**src/rtl/core/derb_pkg.sv**
```systemverilog
// ----------------------------------------------------------------------------
// derb_pkg
// Shared types and constants for the double-ended ring buffer.
// ----------------------------------------------------------------------------
package derb_pkg;

  localparam int DEPTH  = 16;
  localparam int DATA_W = 32;
  localparam int ADDR_W = $clog2(DEPTH);
  localparam int OCC_W  = $clog2(DEPTH + 1);

  localparam logic [1:0] OP_PUSH_FRONT = 2'd0;
  localparam logic [1:0] OP_PUSH_BACK  = 2'd1;
  localparam logic [1:0] OP_POP_FRONT  = 2'd2;
  localparam logic [1:0] OP_POP_BACK   = 2'd3;

  typedef struct packed {
    logic [1:0]               operation;
    logic signed [DATA_W-1:0] data_in;
  } in_item_t;

  typedef struct packed {
    logic signed [DATA_W-1:0] data_out;
    logic                     was_empty;
    logic [OCC_W-1:0]         occupancy;
  } out_item_t;

  // issue stage -> RMW stage
  typedef struct packed {
    logic [ADDR_W-1:0] addr;
    logic              empty_pop;
  } issue_t;

endpackage

```
**src/rtl/core/derb_ram.sv**
```systemverilog
// ----------------------------------------------------------------------------
// derb_ram
// Generic single-write, single-read RAM with registered read data.
// ----------------------------------------------------------------------------
module derb_ram #(
  parameter int WIDTH = 32,
  parameter int DEPTH = 16
) (
  input  logic                     clk,
  input  logic                     we,
  input  logic [$clog2(DEPTH)-1:0] waddr,
  input  logic [WIDTH-1:0]         wdata,
  input  logic [$clog2(DEPTH)-1:0] raddr,
  output logic [WIDTH-1:0]         rdata
);

  logic [WIDTH-1:0] mem [DEPTH];

  always_ff @(posedge clk) begin
    if (we) begin
      mem[waddr] <= wdata;
    end
    rdata <= mem[raddr];
  end

endmodule

```
**src/rtl/core/derb_issue.sv**
```systemverilog
// ----------------------------------------------------------------------------
// derb_issue
// Front/back pointers and slot address selection at accept time.
// ----------------------------------------------------------------------------
module derb_issue (
  input  logic                     clk,
  input  logic                     rst,
  input  logic                     fire,
  input  logic [1:0]               operation,
  input  logic [derb_pkg::OCC_W-1:0] count_cur,
  output derb_pkg::issue_t         issue
);

  localparam logic [derb_pkg::ADDR_W-1:0] LAST = derb_pkg::ADDR_W'(derb_pkg::DEPTH - 1);

  logic [derb_pkg::ADDR_W-1:0] front_ptr, back_ptr;
  logic [derb_pkg::ADDR_W-1:0] front_ptr_next, back_ptr_next;
  logic [derb_pkg::ADDR_W-1:0] front_up, front_dn, back_up, back_dn;
  logic                        empty;

  assign front_up = (front_ptr == LAST) ? '0 : front_ptr + 1'b1;
  assign front_dn = (front_ptr == '0) ? LAST : front_ptr - 1'b1;
  assign back_up  = (back_ptr == LAST) ? '0 : back_ptr + 1'b1;
  assign back_dn  = (back_ptr == '0) ? LAST : back_ptr - 1'b1;

  assign empty = (count_cur == '0);

  always_comb begin
    front_ptr_next  = front_ptr;
    back_ptr_next   = back_ptr;
    issue.addr      = '0;
    issue.empty_pop = 1'b0;
    case (operation)
      derb_pkg::OP_PUSH_FRONT: begin
        issue.addr     = front_ptr;
        front_ptr_next = front_up;
      end
      derb_pkg::OP_PUSH_BACK: begin
        issue.addr    = back_ptr;
        back_ptr_next = back_dn;
      end
      derb_pkg::OP_POP_FRONT: begin
        if (empty) begin
          issue.empty_pop = 1'b1;
        end else begin
          issue.addr     = front_dn;
          front_ptr_next = front_dn;
        end
      end
      derb_pkg::OP_POP_BACK: begin
        if (empty) begin
          issue.empty_pop = 1'b1;
        end else begin
          issue.addr    = back_up;
          back_ptr_next = back_up;
        end
      end
      default: begin
        issue.addr = '0;
      end
    endcase
  end

  always_ff @(posedge clk) begin
    if (rst) begin
      front_ptr <= '0;
      back_ptr  <= LAST;
    end else if (fire) begin
      front_ptr <= front_ptr_next;
      back_ptr  <= back_ptr_next;
    end
  end

endmodule

```
**src/rtl/core/double_ended_ring_buffer.sv**
```systemverilog
// ----------------------------------------------------------------------------
// double_ended_ring_buffer
// Deque of signed words in a ring of RAM slots, pushed and popped at
// both ends; a zero word marks a free slot.
// ----------------------------------------------------------------------------
//
//  channel   | handshake           | payload
//  ----------+---------------------+-----------------------------------------
//  request   | start && !busy      | operation, data_in
//  result    | done (1-cycle pulse)| data_out, was_empty, occupancy
//
//  One item per cycle sustained once clearing is over. An item is accepted
//  (pointer update and slot read), read-modify-written in the RMW stage,
//  and its result is registered and pulses on done.
//  A back-to-back hit on the slot being written is served by a bypass
//  register, and the occupancy count is forwarded from the RMW stage into
//  the empty check of the next item.
//  After reset the slot RAM is cleared one slot per cycle: busy stays high
//  until all DEPTH slots are zeroed, and no item is taken before then.
//  The receiver cannot stall; busy is high only during the clearing pass.
// ----------------------------------------------------------------------------
module double_ended_ring_buffer (
  input  logic                clk,
  input  logic                rst,
  input  logic                start,
  output logic                busy,
  input  derb_pkg::in_item_t  request,
  output logic                done,
  output derb_pkg::out_item_t result
);

  localparam int DW = derb_pkg::DATA_W;
  localparam int AW = derb_pkg::ADDR_W;
  localparam int OW = derb_pkg::OCC_W;
  localparam logic [AW-1:0] LAST = AW'(derb_pkg::DEPTH - 1);
  localparam logic [OW-1:0] FULL = OW'(derb_pkg::DEPTH);

  // clearing pass
  logic          clearing;
  logic [AW-1:0] clr_addr;

  // occupancy
  logic [OW-1:0] count, count_next, count_cur;

  // accept / issue
  logic             fire;
  derb_pkg::issue_t issue;

  // RMW stage
  logic                   s1_valid;
  logic [1:0]             s1_op;
  logic signed [DW-1:0]   s1_data;
  logic [AW-1:0]          s1_addr;
  logic                   s1_empty;
  logic                   s1_fwd;
  logic [DW-1:0]          s1_fwd_data;
  logic [DW-1:0]          rd_data;
  logic [DW-1:0]          old_word;
  logic                   s1_we;
  logic [DW-1:0]          s1_wdata;
  logic                   is_push;

  // RAM write port
  logic          ram_we;
  logic [AW-1:0] ram_waddr;
  logic [DW-1:0] ram_wdata;

  assign busy = clearing;
  assign fire = start && !clearing;

  // count seen by the item being accepted includes the one in the RMW stage
  assign count_cur = s1_valid ? count_next : count;

  derb_issue u_issue (
    .clk       (clk),
    .rst       (rst),
    .fire      (fire),
    .operation (request.operation),
    .count_cur (count_cur),
    .issue     (issue)
  );

  derb_ram #(
    .WIDTH (DW),
    .DEPTH (derb_pkg::DEPTH)
  ) u_slots (
    .clk   (clk),
    .we    (ram_we),
    .waddr (ram_waddr),
    .wdata (ram_wdata),
    .raddr (issue.addr),
    .rdata (rd_data)
  );

  // ---- RMW stage ----
  assign old_word = s1_fwd ? s1_fwd_data : rd_data;
  assign is_push  = !s1_op[1];
  assign s1_we    = s1_valid && !s1_empty;
  assign s1_wdata = is_push ? s1_data : '0;

  always_comb begin
    count_next = count;
    if (s1_empty) begin
      count_next = count;
    end else if (is_push) begin
      if ((old_word == '0) && (count != FULL)) begin
        count_next = count + 1'b1;
      end
    end else begin
      count_next = count - 1'b1;
    end
  end

  assign ram_we    = clearing || s1_we;
  assign ram_waddr = clearing ? clr_addr : s1_addr;
  assign ram_wdata = clearing ? '0 : s1_wdata;

  // control
  always_ff @(posedge clk) begin
    if (rst) begin
      clearing <= 1'b1;
      clr_addr <= '0;
      s1_valid <= 1'b0;
      count    <= '0;
      done     <= 1'b0;
    end else begin
      if (clearing) begin
        clr_addr <= clr_addr + 1'b1;
        if (clr_addr == LAST) begin
          clearing <= 1'b0;
        end
      end
      s1_valid <= fire;
      if (s1_valid) begin
        count <= count_next;
      end
      done <= s1_valid;
    end
  end

  // payload
  always_ff @(posedge clk) begin
    if (fire) begin
      s1_op       <= request.operation;
      s1_data     <= request.data_in;
      s1_addr     <= issue.addr;
      s1_empty    <= issue.empty_pop;
      // same slot written this cycle: RAM read returns stale data
      s1_fwd      <= s1_we && (s1_addr == issue.addr);
      s1_fwd_data <= s1_wdata;
    end
    if (s1_valid) begin
      result.data_out  <= is_push ? '0 : old_word;
      result.was_empty <= s1_empty;
      result.occupancy <= count_next;
    end
  end

endmodule
```
**config.mk**
```make
export PLATFORM = sky130hd
export DESIGN_NAME = double_ended_ring_buffer
export DESIGN_NICKNAME = d
export VERILOG_FILES = /design/src/rtl/core/derb_pkg.sv /design/src/rtl/core/derb_ram.sv /design/src/rtl/core/derb_issue.sv /design/src/rtl/core/double_ended_ring_buffer.sv
export SDC_FILE = /design/constraint.sdc
export NUM_CORES = 1
export LEC_CHECK = 0
export BUFFER_PORTS_ARGS = -buffer_cell sky130_fd_sc_hd__buf_4
export CAP_MARGIN = 25
export CORE_UTILIZATION = 56
export CTS_CLUSTER_DIAMETER = 40
export DETAILED_ROUTE_END_ITERATION = 8
export HOLD_SLACK_MARGIN = 0.08
export PLACE_DENSITY = 0.87
export SKIP_CTS_REPAIR_TIMING = 1
export SLEW_MARGIN = 20
export SYNTH_ARGS = -nofsm -noshare
export SYNTH_HDL_FRONTEND = slang
export SYNTH_SLANG_ARGS = --single-unit
export TNS_END_PERCENT = 100
```
**constraint.sdc**
```tcl
create_clock -name clk -period 4.1 [get_ports clk]
set_input_delay 0.41 -clock clk [delete_from_list [all_inputs] [get_ports clk]]
set_output_delay 0.41 -clock clk [all_outputs]
set_load 0.02 [all_outputs]
```
==> out/metrics.yaml, run 1 <==
drc: 10
tightest_slew_ns: 1.116
max_freq_ghz: 0.2408
final_common_cell: "edfxtp_1"
holdWs_ns: 0.1085
cts_made_buffers: 74
critPathArrivalTime_ns: 4.69
cpPeakStageDelay_ns: 0.70
worst-setup-path-type: "reg2reg"
powerDensity_nw_per_um2: 499.3
layout.nets: 1827
slowest_stage: "nor3_2"
synth_nets: 1654
via_per_inst: 6.541
seq_area_frac_synth_pct: 73.92
finalSetupViolCount: 7
grt_max_degree: 65
root_buffer: "clkbuf_16"
report.final.hold_viol_count: 0
ant_nets: 0
status: "complete, but fails checks"
vias: 16020
required_ns: 4.63
first_pass_iters: 9
place_congestion: 0.8757
cts_tree: "done"
fp.dieArea_um2: 48440
layout_min_cycle_time_ns: 4.153
fin_skew_ns: 0.02147
async_flop_share_pct: 0
yosys_warnings: 0
critical_path.top_delay_family: "simple AND/OR/NAND/NOR gates"
grt_first_pass_wirelength_um: 97660
grt_pass1_vias: 15820
grt_overflow_total: 0
start_util_pct: 56.97
yosysTopAreaCell: "edfxtp_1"
place_hpwl_um: 37530
diodes: 0
track_usage_pct: 27.91
yosysUniqueCellTypes: 67
synth_area_leaders: "edfxtp_1 (70%), mux2_2 (5.1%), mux2i_1 (4.7%)"
syn_area_um2: 26640
antenna_found_initial: 2
synth_edf_count: 621
die_h_um: 220.1
cellLeakagePower_nw: 10.75
crit_path_start_kind: "register"
htreeDepth: 3
path_buf_inv: 4
drive_gt1_share_pct: 24.32
hold_path.class: "in2reg"
setup-tns-final_ns: -0.2271
clockBufferDepth: 3
drt_wl_total_um: 69060
portBuffers: 76
core_um2: 46750
cap_violations: 0
synth_top_area_share_pct: 70.01
dr.first_iter.drc_count: 2302
syn_inst: 1607
crit_chain: "buf_4 > or4_1 > o22ai_2 > and2_4 > o21ai_0 > a211oi_2 > o2111ai_2 > buf_4 > o21ai_2 > inv_1 > nor3_2 > buf_4 > a222oi_1 > nand4b_1"
hp-start: "request[33]"
relSlewSlack_pct: 25.43
peakVddDrop_v: 0.0003826
ys_ff_latch: 673
fp.dieW_um: 220.1
path_clk_slew_ns: 0.06
fin_ws_ns: -0.05251
core.rowCount: 79
syn_area_per_cell_um2: 16.58
ioPinCount: 77
maxSlewViolCount: 0
r2r-start: "s1_fwd$_DFFE_PP_"
post_drt_wl_per_cell_um: 28.20
syn_to_final_growth_pct: 18.28
crit_fanout: 10
cp-startpoint: "s1_fwd$_DFFE_PP_"
path_common_cell: "buf_4"
clock_latency_ns: 0.61
failed_checks: "DRC, setup timing"
cts.sinks: 673
synth_flop_cell: "edfxtp_1"
layout_common_cells: "edfxtp_1 (621), buf_4 (128), mux2i_1 (124)"
fin_crit_sh_pct: 101.3
endpoint_kind: "register"
[stage by stage]
step,setup WS (ns),instance area (um2),util (%),total power [mW],cells
floorplan,0.2461,26640,-,8.514,1607
global placement,-0.005181,28420,60.80,8.918,2265
detailed placement,-0.2030,28420,60.80,8.969,2265
CTS,-0.2668,30920,66.14,15.61,2403
global route,-0.1127,31510,67.39,16.06,2449
finish,-0.05251,31510,67.39,15.73,2449
[Yosys cell counts, drive strengths merged (10+ instances only)]
library cell  count
edfxtp          621
mux2            152
mux2i           125
nor2             84
nand2            79
nor2b            68
dfxtp            52
a21oi            48
buf              45
clkbuf           44
o22a             41
a222oi           32
a22oi            23
nand4b           23
nor3             18
inv              16
o21ai            15
nand4            14
nor4             12
ha               10
nand3            10
xnor2            10
[state kept, by name, summed over array words and instances (netlist names), 4 cells and up]
signal and cells:
clr_addr 4, count 5, result 38, s1_addr 4, s1_data 32, s1_fwd_data 32
u_issue.back_ptr 4, u_issue.front_ptr 4, u_slots.mem 512, u_slots.rdata 32
[kinds of logic after synthesis]
kind of cell | Yosys count | synth area share [%]
compound gates | 194 | 5.670
xor+xnor | 16 | 0.5261
fa+ha+maj | 10 | 0.4697
buf+inv | 107 | 1.771
flops | 673 | 73.92
mux | 277 | 11.21
simple gates | 330 | 6.440
[routing by layer]
layer / GRT usage (%) / wire length (um) / vias up
li1: - / - / 6635
met1: 35.63 / 24920 / 7860
met2: 44.60 / 32440 / 1303
met3: 7.509 / 8607 / 220
met4: 12.97 / 3075 / 2
met5: 0 / 13 / -
[report_power, final]
group | total (mW) | switching [mW] | internal [mW]
Clock | 6.75 | 2.82 | 3.94
Combinational | 1.18 | 0.680 | 0.501
Sequential | 7.79 | 0.154 | 7.64
Total | 15.7 | 3.65 | 12.1
[path summary, 6_finish.rpt]
kind	end	slack, ns	cells past startpoint
worst max-delay path	u_slots.rdata[22]$_DFF_P_	-0.05	14
worst min-delay path	s1_op[1]$_DFFE_PP_	0.11	1
worst max register to register	u_slots.rdata[22]$_DFF_P_	-0.05	14
worst min register to register	busy$_SDFF_PP1_	0.58	2
[cell type report]
type / count / area, um2
Sequential cell: 673 / 19690
Fill cell: 2759 / 15250
Multi-Input combinational cell: 827 / 6704
Clock buffer: 90 / 1963
Timing Repair Buffer: 186 / 1780
Tap cell: 607 / 759.5
Clock inverter: 48 / 536.8
Inverter: 18 / 71.32
Power figures use the tool's default switching activity.
==> inputs of run 2 (changes only) <==
--- a/config.mk
+++ b/config.mk
@@ -5,7 +5,7 @@
 export SDC_FILE = /design/constraint.sdc
 export NUM_CORES = 1
 export LEC_CHECK = 0
-export BUFFER_PORTS_ARGS = -buffer_cell sky130_fd_sc_hd__buf_4
+export BUFFER_PORTS_ARGS = -buffer_cell sky130_fd_sc_hd__buf_2
 export CAP_MARGIN = 25
 export CORE_UTILIZATION = 56
 export CTS_CLUSTER_DIAMETER = 40
==> out/metrics.yaml, run 2 (same netlist as run 1, synthesis figures left out) <==
status: "complete, but fails checks"  # unchanged
failed_checks: "DRC, setup timing"  # unchanged
grt_max_degree: 58  # was 65
ioPinCount: 77  # unchanged
fin_crit_sh_pct: 105.5  # was 101.3%
first_pass_iters: 9  # unchanged
ant_nets: 0  # unchanged
fp.dieArea_um2: 48440  # unchanged
cellLeakagePower_nw: 10.79  # was 10.75 nW
r2r_end: "u_slots.rdata[30]$_DFF_P_"  # was u_slots.rdata[22]$_DFF_P_
critPathArrivalTime_ns: 4.77  # was 4.69 ns
max_freq_ghz: 0.2312  # was 0.2408 GHz
peakVddDrop_v: 0.0003632  # was 0.0003826 V
endpoint_kind: "register"  # unchanged
wl_met3_um: 9087  # was 8607 um
dpl_cell_area_um2: 28270  # was 28420 um2
crit_fanout: 16  # was 10
fin_skew_ns: 0.03422  # was 0.02147 ns
place_hpwl_um: 37930  # was 37530 um
die_h_um: 220.1  # unchanged
grt_overflow_total: 0  # unchanged
layout_common_cells: "edfxtp_1 (621), mux2i_1 (123), mux2_2 (118)"  # was edfxtp_1 (621), buf_4 (128), mux2i_1 (124)
htreeDepth: 3  # unchanged
hold_path_end: "s1_valid$_SDFF_PP0_"  # was s1_op[1]$_DFFE_PP_
antenna_found_initial: 0  # was 2
drt_wl_total_um: 71430  # was 69060 um
clock_latency_ns: 0.62  # was 0.61 ns
largest_reg_flops: 512  # unchanged
portBuffers: 76  # unchanged
rsz0062_at_grt: "true"
hp-start: "start"  # was request[33]
powerDensity_nw_per_um2: 491.2  # was 499.3 nW/um2
total_power_mw: 15.47  # was 15.73 mW
root_buffer: "clkbuf_16"  # unchanged
wl_met2_um: 33490  # was 32440 um
syn_to_final_growth_pct: 18.21  # was 18.28%
crit_path_start_kind: "register"  # unchanged
relSlewSlack_pct: 22.40  # was 25.43%
drc: 10  # unchanged
final_common_cell: "edfxtp_1"  # unchanged
regMostFlops: "u_slots.mem"  # unchanged
worstRegToRegCells: 14  # unchanged
fin_ws_ns: -0.2253  # was -0.05251 ns
diodes: 0  # unchanged
place_congestion: 0.8723  # was 0.8757
cts.sinks: 673  # unchanged
top_layer: "met4"  # was met5
tightest_slew_ns: 1.159  # was 1.116 ns
holdPathStages: 3  # was 1
start_util_pct: 56.97  # unchanged
hold_path.class: "in2reg"  # unchanged
core_um2: 46750  # unchanged
vias: 16270  # was 16.02k
finalSetupViolCount: 32  # was 7
cts_tree: "done"  # unchanged
drive_gt1_share_pct: 25.03  # was 24.32%
wl_met1_um: 25080  # was 24920 um
worst-setup-path-type: "reg2reg"  # unchanged
track_usage_pct: 27.79  # was 27.91%
fin_area_um2: 31490  # was 31510 um2
post_drt_wl_per_cell_um: 28.98  # was 28.20 um
fp.dieW_um: 220.1  # unchanged
maxSlewViolCount: 0  # unchanged
clockBufferDepth: 3  # unchanged
ff2ff_setup_slack_ns: -0.23  # was -0.05 ns
top_regs: "u_slots.mem (512), result (38)"  # unchanged
pre_cts_ws_ns: -0.4941  # was -0.2030 ns
path_clk_slew_ns: 0.07  # was 0.06 ns
r2r-start: "s1_fwd_data[1]$_DFFE_PP_"  # was s1_fwd$_DFFE_PP_
cts_made_buffers: 70  # was 74
grt_first_pass_wirelength_um: 96720  # was 97660 um
core.rowCount: 79  # unchanged
cp-startpoint: "s1_fwd_data[1]$_DFFE_PP_"  # was s1_fwd$_DFFE_PP_
layout.nets: 1849  # was 1827
cap_violations: 0  # unchanged
via_per_inst: 6.600  # was 6.541
report.final.hold_viol_count: 0  # unchanged
required_ns: 4.54  # was 4.63 ns
grt_pass1_vias: 15710  # was 15.82k
dr.first_iter.drc_count: 2535  # was 2302
layout_min_cycle_time_ns: 4.325  # was 4.153 ns
run 2: cell types whose count changed in the layout (fill, tap and decap cells not counted), moves of 3 or more:
cell / change
buf_2: +76
buf_4: -55
clkinv_4: -5
nor4_2: -3
run 2: metal layers:
| metal | track usage (%) | vias to the layer above |
|---|---|---|
| li1 | - | 6659 |
| met1 | 36.39 | 7971 |
| met2 | 43.67 | 1356 |
| met3 | 6.529 | 283 |
| met4 | 13.89 | 0 |
| met5 | 0 | - |
run 2: worst max-delay path by stage:
stage,end,cells past startpoint
detailed placement,u_slots.rdata[19]$_DFF_P_,14
global route,u_slots.rdata[30]$_DFF_P_,14
CTS,u_slots.rdata[1]$_DFF_P_,14
floorplan,u_slots.rdata[15]$_DFF_P_,12
finish,u_slots.rdata[30]$_DFF_P_,14
global placement,u_slots.rdata[19]$_DFF_P_,14
run 2: cell type report:
type / instances / area, um2
Multi-Input combinational cell: 827 / 6770
Timing Repair Buffer: 212 / 1857
Clock inverter: 38 / 407.9
Sequential cell: 673 / 19690
Inverter: 18 / 68.82
Clock buffer: 90 / 1932
Tap cell: 607 / 759.5
Fill cell: 2736 / 15270
run 2: metrics by stage:
stage,util [%],hold slack [ns],cells,TNS (ns)
after floorplan,-,0.4244,1607,0
after global placement,60.47,0.5361,2275,-4.156
after detailed placement,60.47,0.5371,2275,-10.15
after CTS,65.47,-0.03429,2403,-15.24
after global routing,67.35,0.2014,2465,-5.711
final,67.35,0.1906,2465,-3.442
run 2: where the power goes:
part           internal, mW  total, mW  switching [mW]
clock network          3.71       6.44            2.72
logic                 0.528       1.23           0.704
registers              7.64       7.80           0.155
total                  11.9       15.5            3.58
run 2: worst max-delay path, cell delays in order (launching register included):
cell	delay [ns]
edfxtp_1	0.50
nor4b_4	0.44
nand4_1	0.39
o22ai_4	0.26
buf_12	0.17
and2_4	0.18
mux2i_4	0.26
o2111ai_4	0.17
buf_6	0.18
o21ai_4	0.28
buf_8	0.21
buf_16	0.18
mux2_2	0.35
a222oi_1	0.34
nand4_1	0.22
